===== src/hdl/iee_pkg.sv =====
// Shared types and constants for the infix expression evaluator.
`timescale 1ns / 1ps
package iee_pkg;
  localparam int ActionWidth = 4;
  localparam int ValueWidth  = 64;
  localparam int ErrorWidth  = 3;
  localparam int OpWidth     = 3;

  localparam logic [ActionWidth-1:0] ACT_NUMBER = 4'd0;
  localparam logic [ActionWidth-1:0] ACT_PI     = 4'd1;
  localparam logic [ActionWidth-1:0] ACT_E      = 4'd2;
  localparam logic [ActionWidth-1:0] ACT_OPEN   = 4'd3;
  localparam logic [ActionWidth-1:0] ACT_CLOSE  = 4'd4;
  localparam logic [ActionWidth-1:0] ACT_MUL    = 4'd5;
  localparam logic [ActionWidth-1:0] ACT_DIV    = 4'd6;
  localparam logic [ActionWidth-1:0] ACT_ADD    = 4'd7;
  localparam logic [ActionWidth-1:0] ACT_SUB    = 4'd8;
  localparam logic [ActionWidth-1:0] ACT_END    = 4'd9;

  localparam logic [OpWidth-1:0] OPC_OPEN = 3'd2;
  localparam logic [OpWidth-1:0] OPC_MUL  = 3'd4;
  localparam logic [OpWidth-1:0] OPC_DIV  = 3'd5;
  localparam logic [OpWidth-1:0] OPC_ADD  = 3'd6;
  localparam logic [OpWidth-1:0] OPC_SUB  = 3'd7;

  localparam logic [ErrorWidth-1:0] ERR_NONE      = 3'd0;
  localparam logic [ErrorWidth-1:0] ERR_UNDERFLOW = 3'd1;
  localparam logic [ErrorWidth-1:0] ERR_CLOSE     = 3'd2;
  localparam logic [ErrorWidth-1:0] ERR_OPEN      = 3'd3;
  localparam logic [ErrorWidth-1:0] ERR_DIVZERO   = 3'd4;
  localparam logic [ErrorWidth-1:0] ERR_SATURATE  = 3'd5;
  localparam logic [ErrorWidth-1:0] ERR_FULL      = 3'd6;

  // Value source selection for a value stack push.
  typedef enum logic [1:0] {
    VSRC_INPUT,
    VSRC_PI,
    VSRC_E,
    VSRC_ALU
  } vsrc_t;

  // Commands from the controller to the datapath.
  typedef struct packed {
    logic               op_push;
    logic [OpWidth-1:0] op_code;
    logic               op_pop;
    logic               op_read;
    logic               val_push;
    vsrc_t              val_src;
    logic               val_pop2;
    logic               val_read;
    logic               alu_start;
    logic [OpWidth-1:0] alu_op;
    logic               flag_en;
    logic [ErrorWidth-1:0] flag_code;
    logic               clear;
  } iee_cmd_t;

  // Status from the datapath to the controller.
  typedef struct packed {
    logic               op_empty;
    logic               op_full;
    logic               val_full;
    logic               val_lt2;
    logic               val_empty;
    logic [OpWidth-1:0] op_top;
    logic               alu_done;
  } iee_status_t;
endpackage


===== src/hdl/iee_stream_if.sv =====
// Valid/ready channel interfaces for tokens and results.
`timescale 1ns / 1ps
interface iee_token_if;
  logic        valid;
  logic        ready;
  logic [3:0]  action;
  logic signed [63:0] number_value;
  modport source (output valid, action, number_value, input ready);
  modport sink (input valid, action, number_value, output ready);
endinterface

interface iee_result_if;
  logic        valid;
  logic        ready;
  logic signed [63:0] result_value;
  logic [2:0]  error_code;
  modport source (output valid, result_value, error_code, input ready);
  modport sink (input valid, result_value, error_code, output ready);
endinterface


===== src/hdl/iee_controller.sv =====
// Token sequencer: precedence rules, reductions, drain and result hand-off.
`timescale 1ns / 1ps
module iee_controller import iee_pkg::*; (
  input  logic                  clk,
  input  logic                  rst,
  iee_token_if.sink             tok,
  iee_result_if.source          res,
  output iee_cmd_t              cmd,
  input  iee_status_t           status,
  input  logic [ValueWidth-1:0] val_top,
  input  logic [ErrorWidth-1:0] sticky
);
  typedef enum logic [3:0] {
    C_IDLE, C_PEEK, C_DECIDE, C_VREAD, C_VWAIT, C_ALU, C_PUSHOP, C_TREAD, C_TWAIT,
    C_OUT, C_HOLD
  } ctl_state_t;
  ctl_state_t state;
  logic [ActionWidth-1:0] act;
  logic [OpWidth-1:0]     op_cur;

  // A stack push or pop issued last cycle lands in this one, so the next token
  // waits until the stack counts it checks are current.
  always_comb begin
    tok.ready = (state == C_IDLE) && !cmd.op_push && !cmd.op_pop && !cmd.val_push;
  end

  always_ff @(posedge clk) begin
    if (rst) begin
      state <= C_IDLE;
      res.valid <= 1'b0;
      cmd <= '0;
    end else begin
      cmd <= '0;
      case (state)
        C_IDLE: begin
          if (tok.valid && tok.ready) begin
            act <= tok.action;
            op_cur <= 3'(tok.action - 4'd1);
            case (tok.action)
              ACT_NUMBER, ACT_PI, ACT_E: begin
                cmd.val_push <= 1'b1;
                cmd.val_src <= (tok.action == ACT_PI) ? VSRC_PI :
                               (tok.action == ACT_E) ? VSRC_E : VSRC_INPUT;
                if (status.val_full) begin
                  cmd.flag_en <= 1'b1;
                  cmd.flag_code <= ERR_FULL;
                end
              end
              ACT_OPEN: begin
                cmd.op_push <= 1'b1;
                cmd.op_code <= OPC_OPEN;
                if (status.op_full) begin
                  cmd.flag_en <= 1'b1;
                  cmd.flag_code <= ERR_FULL;
                end
              end
              ACT_CLOSE, ACT_MUL, ACT_DIV, ACT_ADD, ACT_SUB, ACT_END: begin
                state <= C_PEEK;
              end
              default: ;
            endcase
          end
        end
        C_PEEK: begin
          // A pop issued on the way here has not reached the count yet.
          if (!cmd.op_pop) begin
            if (status.op_empty) begin
              if (act == ACT_CLOSE) begin
                cmd.flag_en <= 1'b1;
                cmd.flag_code <= ERR_CLOSE;
                state <= C_IDLE;
              end else if (act == ACT_END) begin
                state <= C_TREAD;
              end else begin
                state <= C_PUSHOP;
              end
            end else begin
              cmd.op_read <= 1'b1;
              state <= C_DECIDE;
            end
          end
        end
        C_DECIDE: begin
          if (!cmd.op_read) begin
            if (status.op_top == OPC_OPEN) begin
              if (act == ACT_CLOSE) begin
                cmd.op_pop <= 1'b1;
                state <= C_IDLE;
              end else if (act == ACT_END) begin
                cmd.op_pop <= 1'b1;
                cmd.flag_en <= 1'b1;
                cmd.flag_code <= ERR_OPEN;
                state <= C_PEEK;
              end else begin
                state <= C_PUSHOP;
              end
            end else if (act == ACT_CLOSE || act == ACT_END ||
                         status.op_top[2:1] <= op_cur[2:1]) begin
              cmd.op_pop <= 1'b1;
              if (status.val_lt2) begin
                cmd.flag_en <= 1'b1;
                cmd.flag_code <= ERR_UNDERFLOW;
                state <= C_PEEK;
              end else begin
                cmd.val_read <= 1'b1;
                state <= C_VREAD;
              end
            end else begin
              state <= C_PUSHOP;
            end
          end
        end
        C_VREAD: state <= C_VWAIT;
        C_VWAIT: begin
          cmd.alu_start <= 1'b1;
          cmd.alu_op <= status.op_top;
          state <= C_ALU;
        end
        C_ALU: begin
          if (status.alu_done) begin
            cmd.val_pop2 <= 1'b1;
            cmd.val_push <= 1'b1;
            cmd.val_src <= VSRC_ALU;
            state <= C_PEEK;
          end
        end
        C_PUSHOP: begin
          cmd.op_push <= 1'b1;
          cmd.op_code <= op_cur;
          if (status.op_full) begin
            cmd.flag_en <= 1'b1;
            cmd.flag_code <= ERR_FULL;
          end
          state <= C_IDLE;
        end
        C_TREAD: begin
          cmd.val_read <= 1'b1;
          state <= C_TWAIT;
        end
        C_TWAIT: state <= C_OUT;
        C_OUT: begin
          if (status.val_empty) begin
            res.result_value <= '0;
            res.error_code <= (sticky == ERR_NONE) ? ERR_UNDERFLOW : sticky;
          end else begin
            res.result_value <= val_top;
            res.error_code <= sticky;
          end
          res.valid <= 1'b1;
          cmd.clear <= 1'b1;
          state <= C_HOLD;
        end
        C_HOLD: begin
          if (res.ready) begin
            res.valid <= 1'b0;
            state <= C_IDLE;
          end
        end
        default: state <= C_IDLE;
      endcase
    end
  end
endmodule


===== src/flat_wrapper.sv =====
// flat-port wrapper written by rule: the top's interface ports become plain ports
module iee_controller_flat import iee_pkg::*;
  (clk, rst, cmd, status, val_top, sticky, tok_valid, tok_action, tok_number_value, tok_ready, res_valid, res_result_value, res_error_code, res_ready);
  iee_token_if tok_i ();
  iee_result_if res_i ();
  input  logic clk;
  input  logic rst;
  output iee_cmd_t cmd;
  input  iee_status_t status;
  input  logic [ValueWidth-1:0] val_top;
  input  logic [ErrorWidth-1:0] sticky;
  input wire logic [$bits(tok_i.valid)-1:0] tok_valid;
  input wire logic [$bits(tok_i.action)-1:0] tok_action;
  input wire logic [$bits(tok_i.number_value)-1:0] tok_number_value;
  output wire logic [$bits(tok_i.ready)-1:0] tok_ready;
  output wire logic [$bits(res_i.valid)-1:0] res_valid;
  output wire logic [$bits(res_i.result_value)-1:0] res_result_value;
  output wire logic [$bits(res_i.error_code)-1:0] res_error_code;
  input wire logic [$bits(res_i.ready)-1:0] res_ready;
  assign tok_i.valid = tok_valid;
  assign tok_i.action = tok_action;
  assign tok_i.number_value = tok_number_value;
  assign tok_ready = tok_i.ready;
  assign res_valid = res_i.valid;
  assign res_result_value = res_i.result_value;
  assign res_error_code = res_i.error_code;
  assign res_i.ready = res_ready;
  iee_controller u_core (.clk(clk), .rst(rst), .tok(tok_i), .res(res_i), .cmd(cmd), .status(status), .val_top(val_top), .sticky(sticky));
endmodule

===== config.mk =====
export PLATFORM = sky130hd
export DESIGN_NAME = iee_controller_flat
export DESIGN_NICKNAME = d
export VERILOG_FILES = /design/src/hdl/iee_pkg.sv /design/src/hdl/iee_stream_if.sv /design/src/hdl/iee_controller.sv /design/src/flat_wrapper.sv
export SDC_FILE = /design/constraint.sdc
export NUM_CORES = 1
export LEC_CHECK = 0
export BUFFER_PORTS_ARGS = -buffer_cell sky130_fd_sc_hd__buf_2
export CORE_MARGIN = 5
export CORE_UTILIZATION = 43
export CTS_CLUSTER_SIZE = 25
export DETAILED_ROUTE_END_ITERATION = 12
export PLACE_DENSITY_LB_ADDON = 0.08
export SLEW_MARGIN = 20
export SYNTH_ARGS = -nofsm -noshare
export SYNTH_HDL_FRONTEND = slang
export SYNTH_SLANG_ARGS = --single-unit

===== constraint.sdc =====
create_clock -name clk -period 3.7 [get_ports clk]
set_clock_uncertainty 0.2 [all_clocks]
set_input_delay 0.555 -clock clk [delete_from_list [all_inputs] [get_ports clk]]
set_output_delay 0.555 -clock clk [all_outputs]
set_load 0.1 [all_outputs]

== Yosys cells after proc, flatten, opt, wreduce, memory -nomap -nowiden ==
Index checks and enable logic that the tools add are counted.
Widths: inputs -> output; s select.

* $add $sub $neg: 1
* Magnitude comparators: 1
* Equal/unequal tests: 28
* Mux-type cells: 54
* Bitwise gates (word level): 5
* Reduce and logical (&&, ||, !) cells: 23

{| class="wikitable"
|+ Operators with widths
! kind !! count
|-
| $mux 4 || 27
|-
| $pmux 4 s10 || 1
|-
| $eq 4x3->1 const B || 9
|-
| $eq 4x4->1 const B || 6
|-
| $eq 4x2->1 const B || 4
|-
| $pmux 4 s2 || 2
|-
| $pmux 4 s4 || 1
|-
| $mux 3 || 5
|-
| $mux 1 || 12
|-
| $ne 2x2->1 const B || 6
|-
| $reduce_or 3->1 || 3
|-
| $eq 4x1->1 const B || 2
|-
| $logic_not 4->1 || 2
|-
| $mux 2 || 3
|-
| $pmux 3 s2 || 1
|-
| $reduce_and 6->1 || 1
|-
| $reduce_or 6->1 || 1
|-
| $not 1->1 || 5
|-
| $logic_and 1x1->1 || 4
|-
| $pmux 1 s2 || 2
|-
| $reduce_and 2->1 || 2
|-
| $reduce_or 2->1 || 2
|-
| $eq 3x2->1 const B || 1
|-
| $logic_not 1->1 || 3
|-
| 6 further kinds || 7
|}

* Flip-flop bits (word level): 99
* Input bits: 148
* Output and inout port bits: 89
* Logic and storage cells: 131

== Longest topological paths before layout ==
Gate-level depths: netlist of the first run.

* Word-level depth: 7
* Gate-level depth with buffers: 7
* Gate-level depth less buffers: 7

== Worst setup path before layout of the first run ==
Ideal clock, no wire load.

* Kind: input -> register
* From: input rst
* To: register u_core.res.error_code[0] (enable)
* Setup time: 0.433 ns
* Arrival: 2.475 ns
* Data required time: 3.067 ns
* Slack: 0.592 ns
* Stages on the path: 2
* Path buffers: 1
* Path through: clkbuf_1 -> and4b_1

* Longest elaborated chain between the ends: 2

{| class="wikitable"
|+ RTL lines
! item !! line !! RTL
|-
| start: declaration || flat_wrapper.sv:7 || <nowiki>input logic rst;</nowiki>
|-
| $not 1->1 (no line) || - ||
|-
| $reduce_and 2->1 (no line) || - ||
|-
| end signal: assignment || iee_controller.sv:144 || <nowiki>res.error_code <= (sticky == ERR_NONE) ? ERR_UNDERFLOW : sticky;</nowiki>
|-
| end signal: assignment || iee_controller.sv:147 || <nowiki>res.error_code <= sticky;</nowiki>
|-
| end: declaration || iee_stream_if.sv:17 || <nowiki>modport source (output valid, result_value, error_code, input ready);</nowiki>
|}

Every way passes these cells.
A chain may end at the register's enable or synchronous reset.

== Worst setup path after layout of the first run ==
* From: register u_core.state[3]
* To: output tok_ready

* Longest elaborated chain between the ends: 4

{| class="wikitable"
|+ RTL lines
! item !! line !! RTL
|-
| start: declaration || iee_controller.sv:17 || <nowiki>ctl_state_t state;</nowiki>
|-
| start signal: assignment || iee_controller.sv:29 || <nowiki>state <= C_IDLE;</nowiki>
|-
| start signal: assignment || iee_controller.sv:58 || <nowiki>state <= C_PEEK;</nowiki>
|-
| start signal: assignment || iee_controller.sv:71 || <nowiki>state <= C_IDLE;</nowiki>
|-
| $logic_not 4->1 || iee_controller.sv:24 || <nowiki>tok.ready = (state == C_IDLE) && !cmd.op_push && !cmd.op_pop && !cmd.val_push;</nowiki>
|-
| $logic_and 1x1->1 (3 in a row) || iee_controller.sv:24 ||
|-
| end: declaration || flat_wrapper.sv:15 || <nowiki>output wire logic [$bits(tok_i.ready)-1:0] tok_ready;</nowiki>
|}

Every way passes these cells.

==> flow_summary.yaml, run 1 <==
timing:
  worst_pin_slew_ns: 0.858
  setup_viol: 0
  maxSlewViolCount: 0
  finalHoldViolCount: 0
  tns_ns: 0
  worst_slack_ns: 1.06
  layout_min_cycle_time_ns: 2.64
  rsz0062_at_grt: "no"
  maxSlewHeadroom: 0.428
  max_freq_mhz: 379
  period_share: 0.714
critical_path:
  worst_setup_path_end_kind: "primary output"
  slowest_delay_ns: 0.47
  critical_path.startpoint_type: "flop"
  path_cells: "nor4_1 > and2_1 > buf_2"
  critPathKind: "reg -> out"
  cpMaxStageDelayCell: "dfxtp_1"
  crit_fanout: 16
  crit_arrival_ns: 1.89
  cp_data_required_time_ns: 2.94
clock_tree:
  cts_made_buffers: 9
  cts_buffer_depth: 2
  htree_levels: 3
  cts_sinks: 99
  cts_tree: "yes"
  root_buffer: "clkbuf_8"
  holdBufCountCts: 0
  postCtsSetupRepairBufs: 0
  path_clk_slew_ns: 0.10
  cts-resized-gates: 0
  clk_latency_ns: 0.36
synth:
  netlist_area_um2: 3980
  synth-edff-count: 74
  seq_area_frac_synth: 0.683
  synth_nets: 456
  synth_cells: 302
  ys_ff_latch: 99
  yosys_warnings: 0
  synth_ff_type: "edfxtp_1"
  postSynth.asyncResetShare: 0
  synth_cell_types: 52
  syn_avg_cell_area_um2: 13.2
flow_run:
  maxCapViolCount: 0
die:
  fp.dieW_um: 106
  row_count: 35
  die-area_um2: 11300
  dieHeight_um: 106
  start_util: 0.435
  io_pins: 237
  core_um2: 9150
global_routing:
  grt_pass1_wl_mm: 14.2
  grt_pass1_vias: 2809
  grt_max_degree: 68
  grt.total_usage: 0.161
  antenna_found_initial: 0
  grt_overflow: 0
layout:
  n_antenna_cell: 0
  fin_area_um2: 5140
  layout-drive-gt1-share: 0.425
  final_net_count: 624
  syn_to_final_growth_pct: 29.0
  fillers: 817
placed_design:
  dpl.hpwl_mm: 6.73
  pre_cts_ws_ns: 1.31
  post_dp_cell_area_um2: 4920
  gp_congestion: 0.795
  port_buffers: 172
drt:
  ant_nets: 0
  drc: 0
  drt_iter0_drc: 95
  vias_per_cell: 4.90
  dr.pass1.iters: 4
  wl_per_cell_um: 15.9
  vias: 2874
  routed_wl_mm: 9.33
power:
  p_leak_uw: 0.00213
  p_int_uw: 1640
  ir_worst_vdd_mv: 0.171
  pwr-share-comb: 0.103
  p_per_area_nw_per_um2: 422
  p_sw_frac: 0.243
  power_frac_seq: 0.562
  switching_power_uw: 526
  clkPwrFrac: 0.335
outcome:
  status: "finished clean"
worst_hold_path:
  holdCritPathClass: "in -> reg"
power groups by stage:
stage | combinational, uW | clock, uW | sequential [uW]
after floorplan | 139 | 0 | 1260
after global placement | 222 | 0 | 1240
after detailed placement | 223 | 0 | 1240
after CTS | 225 | 747 | 1220
after global routing | 244 | 799 | 1220
final | 224 | 726 | 1220
critical path: cells and delay by family, from the launching register on:
family,cells,cell delay [ns]
buf+inv,1,0.42
flops,1,0.47
simple gates,2,0.65
Yosys cell counts, types with 2 or more instances:
library cell,number,share of area
edfxtp_1,74,0.56
nor2b_1,65,0.10
dfxtp_1,25,0.13
clkbuf_1,15,0.014
nor2_1,12,0.011
inv_1,11,0.010
nand2_1,9,0.0085
o21ai_0,8,0.010
a21oi_1,7,0.0088
nor3_1,7,0.0088
ha_1,6,0.019
nand3_1,5,0.0063
o21ai_1,4,0.0050
a211oi_1,3,0.0057
and2_1,3,0.0047
nand4_1,3,0.0047
nor4_1,3,0.0047
or2_1,3,0.0047
and4b_1,2,0.0050
o22ai_1,2,0.0031
o311a_1,2,0.0050
or3_1,2,0.0031
or4_1,2,0.0038
routing by layer:
metal / track usage / up-vias / part of all wire
met5: 0 / - / 0
met4: 0.0555 / 0 / 0.011
met3: 0.0346 / 9 / 0.070
met2: 0.278 / 106 / 0.51
met1: 0.198 / 1347 / 0.41
li1: - / 1412 / -
final cells by class:
type,instances,area [um2],share of cell area
inverter,12,45.0,0.00877
clock buffer,11,151,0.0295
sequential,99,2720,0.530
clock inverter,5,58.8,0.0114
tap,111,139,0.0270
multi-input combinational,175,1150,0.224
timing repair buffer,173,871,0.170
placed cells by master (no fill, tap or decap), drive strengths merged, types with 2 or more instances in the layout:
master / instances
inv: 13
and2: 3
a211oi: 4
nand4: 3
o22ai: 2
dfxtp: 25
nor2b: 65
or3: 2
nor4: 3
and4b: 2
edfxtp: 74
ha: 6
or2: 3
o311a: 2
nor3: 7
or4: 3
clkinvlp: 2
clkbuf: 11
nor2: 13
buf: 173
o21ai: 14
a21oi: 7
nand3: 5
nand2: 10
state kept, by name (all words and copies together) (netlist names):
signal	cells
u_core.act	4
u_core.op_cur	3
u_core.res.valid	1
u_core.state	4
u_core.res.error_code	3
u_core.cmd	20
u_core.res.result_value	64
logic make-up (layout without fill, tap and decap cells):
| kind of cell | count (synthesis) | count (layout) | share of synthesized area |
|---|---|---|---|
| xor+xnor | 1 | 1 | 0.00220 |
| buf+inv | 28 | 201 | 0.0283 |
| compound gates | 39 | 39 | 0.0704 |
| mux | 1 | 1 | 0.00251 |
| flops | 99 | 99 | 0.683 |
| fa+ha+maj | 6 | 6 | 0.0188 |
| simple gates | 128 | 128 | 0.194 |
per-stage QoR:
| stage | util | instances | power [uW] | hold WS (ns) |
|---|---|---|---|---|
| 6_report | 0.561 | 586 | 2170 | 0.192 |
| 5_1_grt | 0.561 | 586 | 2260 | 0.172 |
| 4_1_cts | 0.561 | 586 | 2190 | 0.171 |
| 3_5_place_dp | 0.538 | 570 | 1470 | 0.296 |
| 3_3_place_gp | 0.538 | 570 | 1460 | 0.288 |
| 2_1_floorplan | - | 302 | 1400 | 0.282 |
path summary, 6_finish.rpt:
check	cells after the start	slack (ns)	start	to
hold / removal	1	0.19	sticky[1]	u_core.res.error_code[1]
setup / recovery	3	1.06	u_core.state[3]	tok_ready
hold reg to reg	2	0.31	u_core.res.valid	u_core.res.valid
setup reg to reg	3	1.36	u_core.state[2]	u_core.res.error_code[2]
No activity file was read; power rests on OpenSTA's default activity.
==> run 2, diff against run 1 <==
==> constraint.sdc (replaced) <==
create_clock -name clk -period 2.5 [get_ports clk]
set_clock_uncertainty 0.2 [all_clocks]
set_input_delay 0.375 -clock clk [delete_from_list [all_inputs] [get_ports clk]]
set_output_delay 0.375 -clock clk [all_outputs]
set_load 0.1 [all_outputs]
==> run 2 against run 1 <==
Compared with the run above: register-to-register slack got worse by 0.94 ns; die area unchanged; sequential share of layout area decreased by 0.46 points; via count increased by 0.63%; largest cell class unchanged; largest power group unchanged.
==> flow_summary.yaml, run 2 (same netlist as run 1, synthesis figures left out) <==
outcome:
  status: "finished clean"
drt:
  dr.pass1.iters: 4
  wl_per_cell_um: 15.4
  vias_per_cell: 4.89
  drc: 0
  drt_iter0_drc: 123
  vias: 2892
  routed_wl_mm: 9.10
  ant_nets: 0
timing:
  worst_slack_ns: 0.141
  worst_pin_slew_ns: 0.670
  maxSlewHeadroom: 0.547
  maxSlewViolCount: 0
  layout_min_cycle_time_ns: 2.36
  finalHoldViolCount: 0
  rsz0062_at_grt: "no"
  tns_ns: 0
  setup_viol: 0
  max_freq_mhz: 424
  period_share: 0.944
clock_tree:
  cts_sinks: 99
  cts_tree: "yes"
  cts_buffer_depth: 2
  postCtsSetupRepairBufs: 0
  cts_made_buffers: 9
  htree_levels: 3
  root_buffer: "clkbuf_8"
  path_clk_slew_ns: 0.10
  clk_latency_ns: 0.36
critical_path:
  r2r_cells: 5
  critical_path.startpoint_type: "flop"
  worstSetupStartpoint: "u_core.state[1]"
  r2r-end: "u_core.cmd[9]"
  critPathKind: "reg -> out"
  rr_startpoint: "u_core.state[1]"
  crit_fanout: 13
  worst_setup_path_end_kind: "primary output"
  crit_arrival_ns: 1.78
  crit_end: "tok_ready"
  cp_data_required_time_ns: 1.92
  r2r_slack_ns: 0.42
power:
  ir_worst_vdd_mv: 0.332
  p_per_area_nw_per_um2: 602
  p_leak_uw: 0.00215
  fin_total_pwr_uw: 3120
global_routing:
  use_met3: 0.0395
  antenna_found_initial: 0
  grt_max_degree: 68
  grt_overflow: 0
  grt_util_met1: 0.196
  grtUsageMet2: 0.268
  busiest_layer: "met2"
  grt_pass1_wl_mm: 14.0
  grt_pass1_vias: 2739
  grt.total_usage: 0.158
layout:
  layout_commonest_cell: "buf_2"
  syn_to_final_growth_pct: 30.1
  final_net_count: 629
  n_antenna_cell: 0
  final_cell_mix: "172 x buf_2, 74 x edfxtp_1, 65 x nor2b_1"
  top_register: "u_core.res.result_value"
  reg_top3: "u_core.res.result_value (64), u_core.cmd (20)"
  layout-drive-gt1-share: 0.429
  largest_reg_flops: 64
die:
  start_util: 0.435
  row_count: 35
  dieHeight_um: 106
  fp.dieW_um: 106
  io_pins: 237
  die-area_um2: 11300
  core_um2: 9150
placed_design:
  gp_congestion: 0.774
  pre_cts_ws_ns: 0.331
  dpl.hpwl_mm: 6.65
  port_buffers: 172
worst_hold_path:
  hold_start: "sticky[2]"
  holdCritPathClass: "in -> reg"
flow_run:
  maxCapViolCount: 0
==> run 2: timing repair <==
| item | in CTS | in global routing |
|---|---|---|
| hold endpoints to repair | 1 | 0 |
| hold buffers | 1 | 0 |
| endpoints found under the setup margin | 0 | 1 |
| gates resized for setup | 0 | 1 |
==> run 2: final cells by class <==
cell class	count	area [um2]
clock buffers	11	141
clock inverters	5	45.0
fillers	799	3970
inverters	12	45.0
multi-input cells	175	1160
flip-flops and latches	99	2720
well taps	111	139
repair buffers	178	933
==> run 2: how the worst min path moves through the flow <==
stage,end,slack (ns),cells after the start
floorplan,u_core.cmd[14],0.25,1
global placement,u_core.res.valid,0.29,2
detailed placement,u_core.res.valid,0.30,2
CTS,u_core.res.error_code[2],0.0002,1
global route,u_core.res.error_code[1],0.006,1
finish,u_core.res.error_code[2],0.02,1
==> run 2: per-stage QoR <==
| step | area (um2) | hold WS (ns) | cells | utilization |
|---|---|---|---|---|
| final | 5180 | 0.0220 | 591 | 0.566 |
| after global routing | 5180 | 0.00644 | 591 | 0.566 |
| after CTS | 5180 | 0.000180 | 591 | 0.566 |
| after detailed placement | 4980 | 0.301 | 574 | 0.544 |
| after global placement | 4980 | 0.286 | 574 | 0.544 |
| after floorplan | 3990 | 0.251 | 302 | - |
==> run 2: where the power goes <==
group          switching [uW]  internal [uW]
registers                14.4           1780
clock network             568            406
logic                     212            139
total                     794           2330
==> run 2: metal layers <==
metal	share of wire	routed length, um	up-vias
li1	-	-	1422
met1	0.42	3810	1330
met2	0.48	4380	124
met3	0.082	745	16
met4	0.019	175	0
met5	0	0	-
==> run 2: worst max-delay path, stage by stage (launching register included) <==
cell and delay (ns):
dfxtp_1 0.45, nor4_2 0.37, and2_1 0.18, buf_2 0.42
==> run 3, diff against run 2 <==
--- a/config.mk
+++ b/config.mk
@@ -11,6 +11,7 @@
 export CTS_CLUSTER_SIZE = 25
 export DETAILED_ROUTE_END_ITERATION = 12
 export PLACE_DENSITY_LB_ADDON = 0.08
+export RECOVER_POWER = 25
 export SLEW_MARGIN = 20
 export SYNTH_ARGS = -nofsm -noshare
 export SYNTH_HDL_FRONTEND = slang
==> run 3 against run 2 <==
Compared with the run above: maximum frequency about the same; sequential power about the same; wire length decreased by 0.16%; cell count unchanged; clock power about the same; clock-buffer cell count unchanged; flip-flop and latch count unchanged; non-clock buffer count unchanged; register-to-register slack about the same.
==> flow_summary.yaml, run 3 (same netlist as run 1, synthesis figures left out) <==
drt:
  routed_wl_mm: 9.09
  drt_iter0_drc: 101
  wl_per_cell_um: 15.4
  vias_per_cell: 4.90
  ant_nets: 0
  drc: 0
  vias: 2894
  dr.pass1.iters: 4
worst_hold_path:
  hold_depth: 1
  holdCritPathClass: "in -> reg"
timing:
  tns_ns: 0
  rsz0062_at_grt: "no"
  setup_viol: 0
  maxSlewHeadroom: 0.171
  layout_min_cycle_time_ns: 2.36
  worst_pin_slew_ns: 1.24
  worst_slack_ns: 0.141
  maxSlewViolCount: 0
  max_freq_mhz: 424
  timing.hold.ws_ns: 0.0454
  finalHoldViolCount: 0
  period_share: 0.943
critical_path:
  critical_path.startpoint_type: "flop"
  crit_arrival_ns: 1.78
  slowest_delay_ns: 0.45
  rr_startpoint: "u_core.state[1]"
  r2r-end: "u_core.cmd[9]"
  r2r_cells: 5
  cpMaxStageDelayCell: "dfxtp_1"
  path_cells: "nor4_2 > and2_1 > buf_2"
  critPathKind: "reg -> out"
  r2r_slack_ns: 0.42
  worst_setup_path_end_kind: "primary output"
  crit_fanout: 13
  cp_data_required_time_ns: 1.92
  crit_end: "tok_ready"
  worstSetupStartpoint: "u_core.state[1]"
global_routing:
  grt_overflow: 0
  grt_max_degree: 68
  grt_pass1_wl_mm: 14.0
  antenna_found_initial: 0
  grt.total_usage: 0.158
  grt_pass1_vias: 2739
clock_tree:
  cts_made_buffers: 9
  cts_tree: "yes"
  path_clk_slew_ns: 0.10
  htree_levels: 3
  clk_latency_ns: 0.36
  cts_sinks: 99
  postCtsSetupRepairBufs: 0
  cts_buffer_depth: 2
  root_buffer: "clkbuf_8"
layout:
  syn_to_final_growth_pct: 29.5
  layout-drive-gt1-share: 0.417
  fin_area_um2: 5160
  final_cell_mix: "166 x buf_2, 74 x edfxtp_1, 65 x nor2b_1"
  reg_top3: "u_core.res.result_value (64), u_core.cmd (20)"
  n_antenna_cell: 0
  layout_commonest_cell: "buf_2"
  largest_reg_flops: 64
  top_register: "u_core.res.result_value"
  final_net_count: 629
die:
  start_util: 0.435
  io_pins: 237
  row_count: 35
  core_um2: 9150
  die-area_um2: 11300
  fp.dieW_um: 106
  dieHeight_um: 106
power:
  ir_worst_vdd_mv: 0.334
  p_leak_uw: 0.00213
  fin_total_pwr_uw: 3120
  p_per_area_nw_per_um2: 604
placed_design:
  port_buffers: 172
  gp_congestion: 0.774
  dpl.hpwl_mm: 6.65
  pre_cts_ws_ns: 0.331
  post_dp_cell_area_um2: 4980
outcome:
  status: "finished clean"
flow_run:
  maxCapViolCount: 0
-- run 3: cell types whose count changed in the layout (fill, tap and decap cells not counted) --
cell | previous run | this run
buf_12 | 2 | 1
buf_2 | 172 | 166
clkbuf_1 | 1 | 7
clkbuf_2 | 0 | 1
-- run 3: area by class of cell --
| type | instances | area [um2] |
|---|---|---|
| Clock buffer | 11 | 141 |
| Inverter | 12 | 45.0 |
| Tap cell | 111 | 139 |
| Fill cell | 807 | 3990 |
| Multi-Input combinational cell | 175 | 1160 |
| Sequential cell | 99 | 2720 |
| Clock inverter | 5 | 45.0 |
| Timing Repair Buffer | 178 | 911 |
-- run 3: how the worst min path moves through the flow --
stage,end,start,slack [ns]
2_1_floorplan,u_core.cmd[14],status[8],0.25
3_3_place_gp,u_core.res.valid,u_core.res.valid,0.29
3_5_place_dp,u_core.res.valid,u_core.res.valid,0.30
4_1_cts,u_core.res.error_code[2],sticky[2],0.0002
5_1_grt,u_core.res.error_code[1],sticky[1],0.04
6_report,u_core.res.error_code[2],sticky[2],0.05
-- run 3: where the power goes --
group | leakage (uW) | internal [uW] | switching [uW] | total, uW
combinational | 0.00116 | 136 | 211 | 348
sequential | 0.000878 | 1780 | 14.5 | 1800
clock | 0.0000925 | 406 | 568 | 975
total | 0.00213 | 2320 | 794 | 3120
-- run 3: timing repair --
item,in CTS,in global routing
hold buffers,1,0
setup endpoints to repair,0,1
resized for setup,0,1
hold endpoints to repair,1,0
-- run 3: metrics by stage --
step,std cells,utilization
6_report,591,0.564
5_1_grt,591,0.564
4_1_cts,591,0.566
3_5_place_dp,574,0.544
3_3_place_gp,574,0.544
2_1_floorplan,302,-
-- run 3: critical path, delay by kind of cell, from the launching register on --
kind,cells,cell delay (ns)
and+or+nand+nor,2,0.55
buffers and inverters,1,0.42
DFF,1,0.45
-- run 3: per-layer routing --
metal | vias up | share of wire | global-route usage
met5 | - | 0 | 0
met4 | 0 | 0.019 | 0.0555
met3 | 13 | 0.078 | 0.0395
met2 | 120 | 0.49 | 0.268
met1 | 1339 | 0.42 | 0.196
li1 | 1422 | - | -
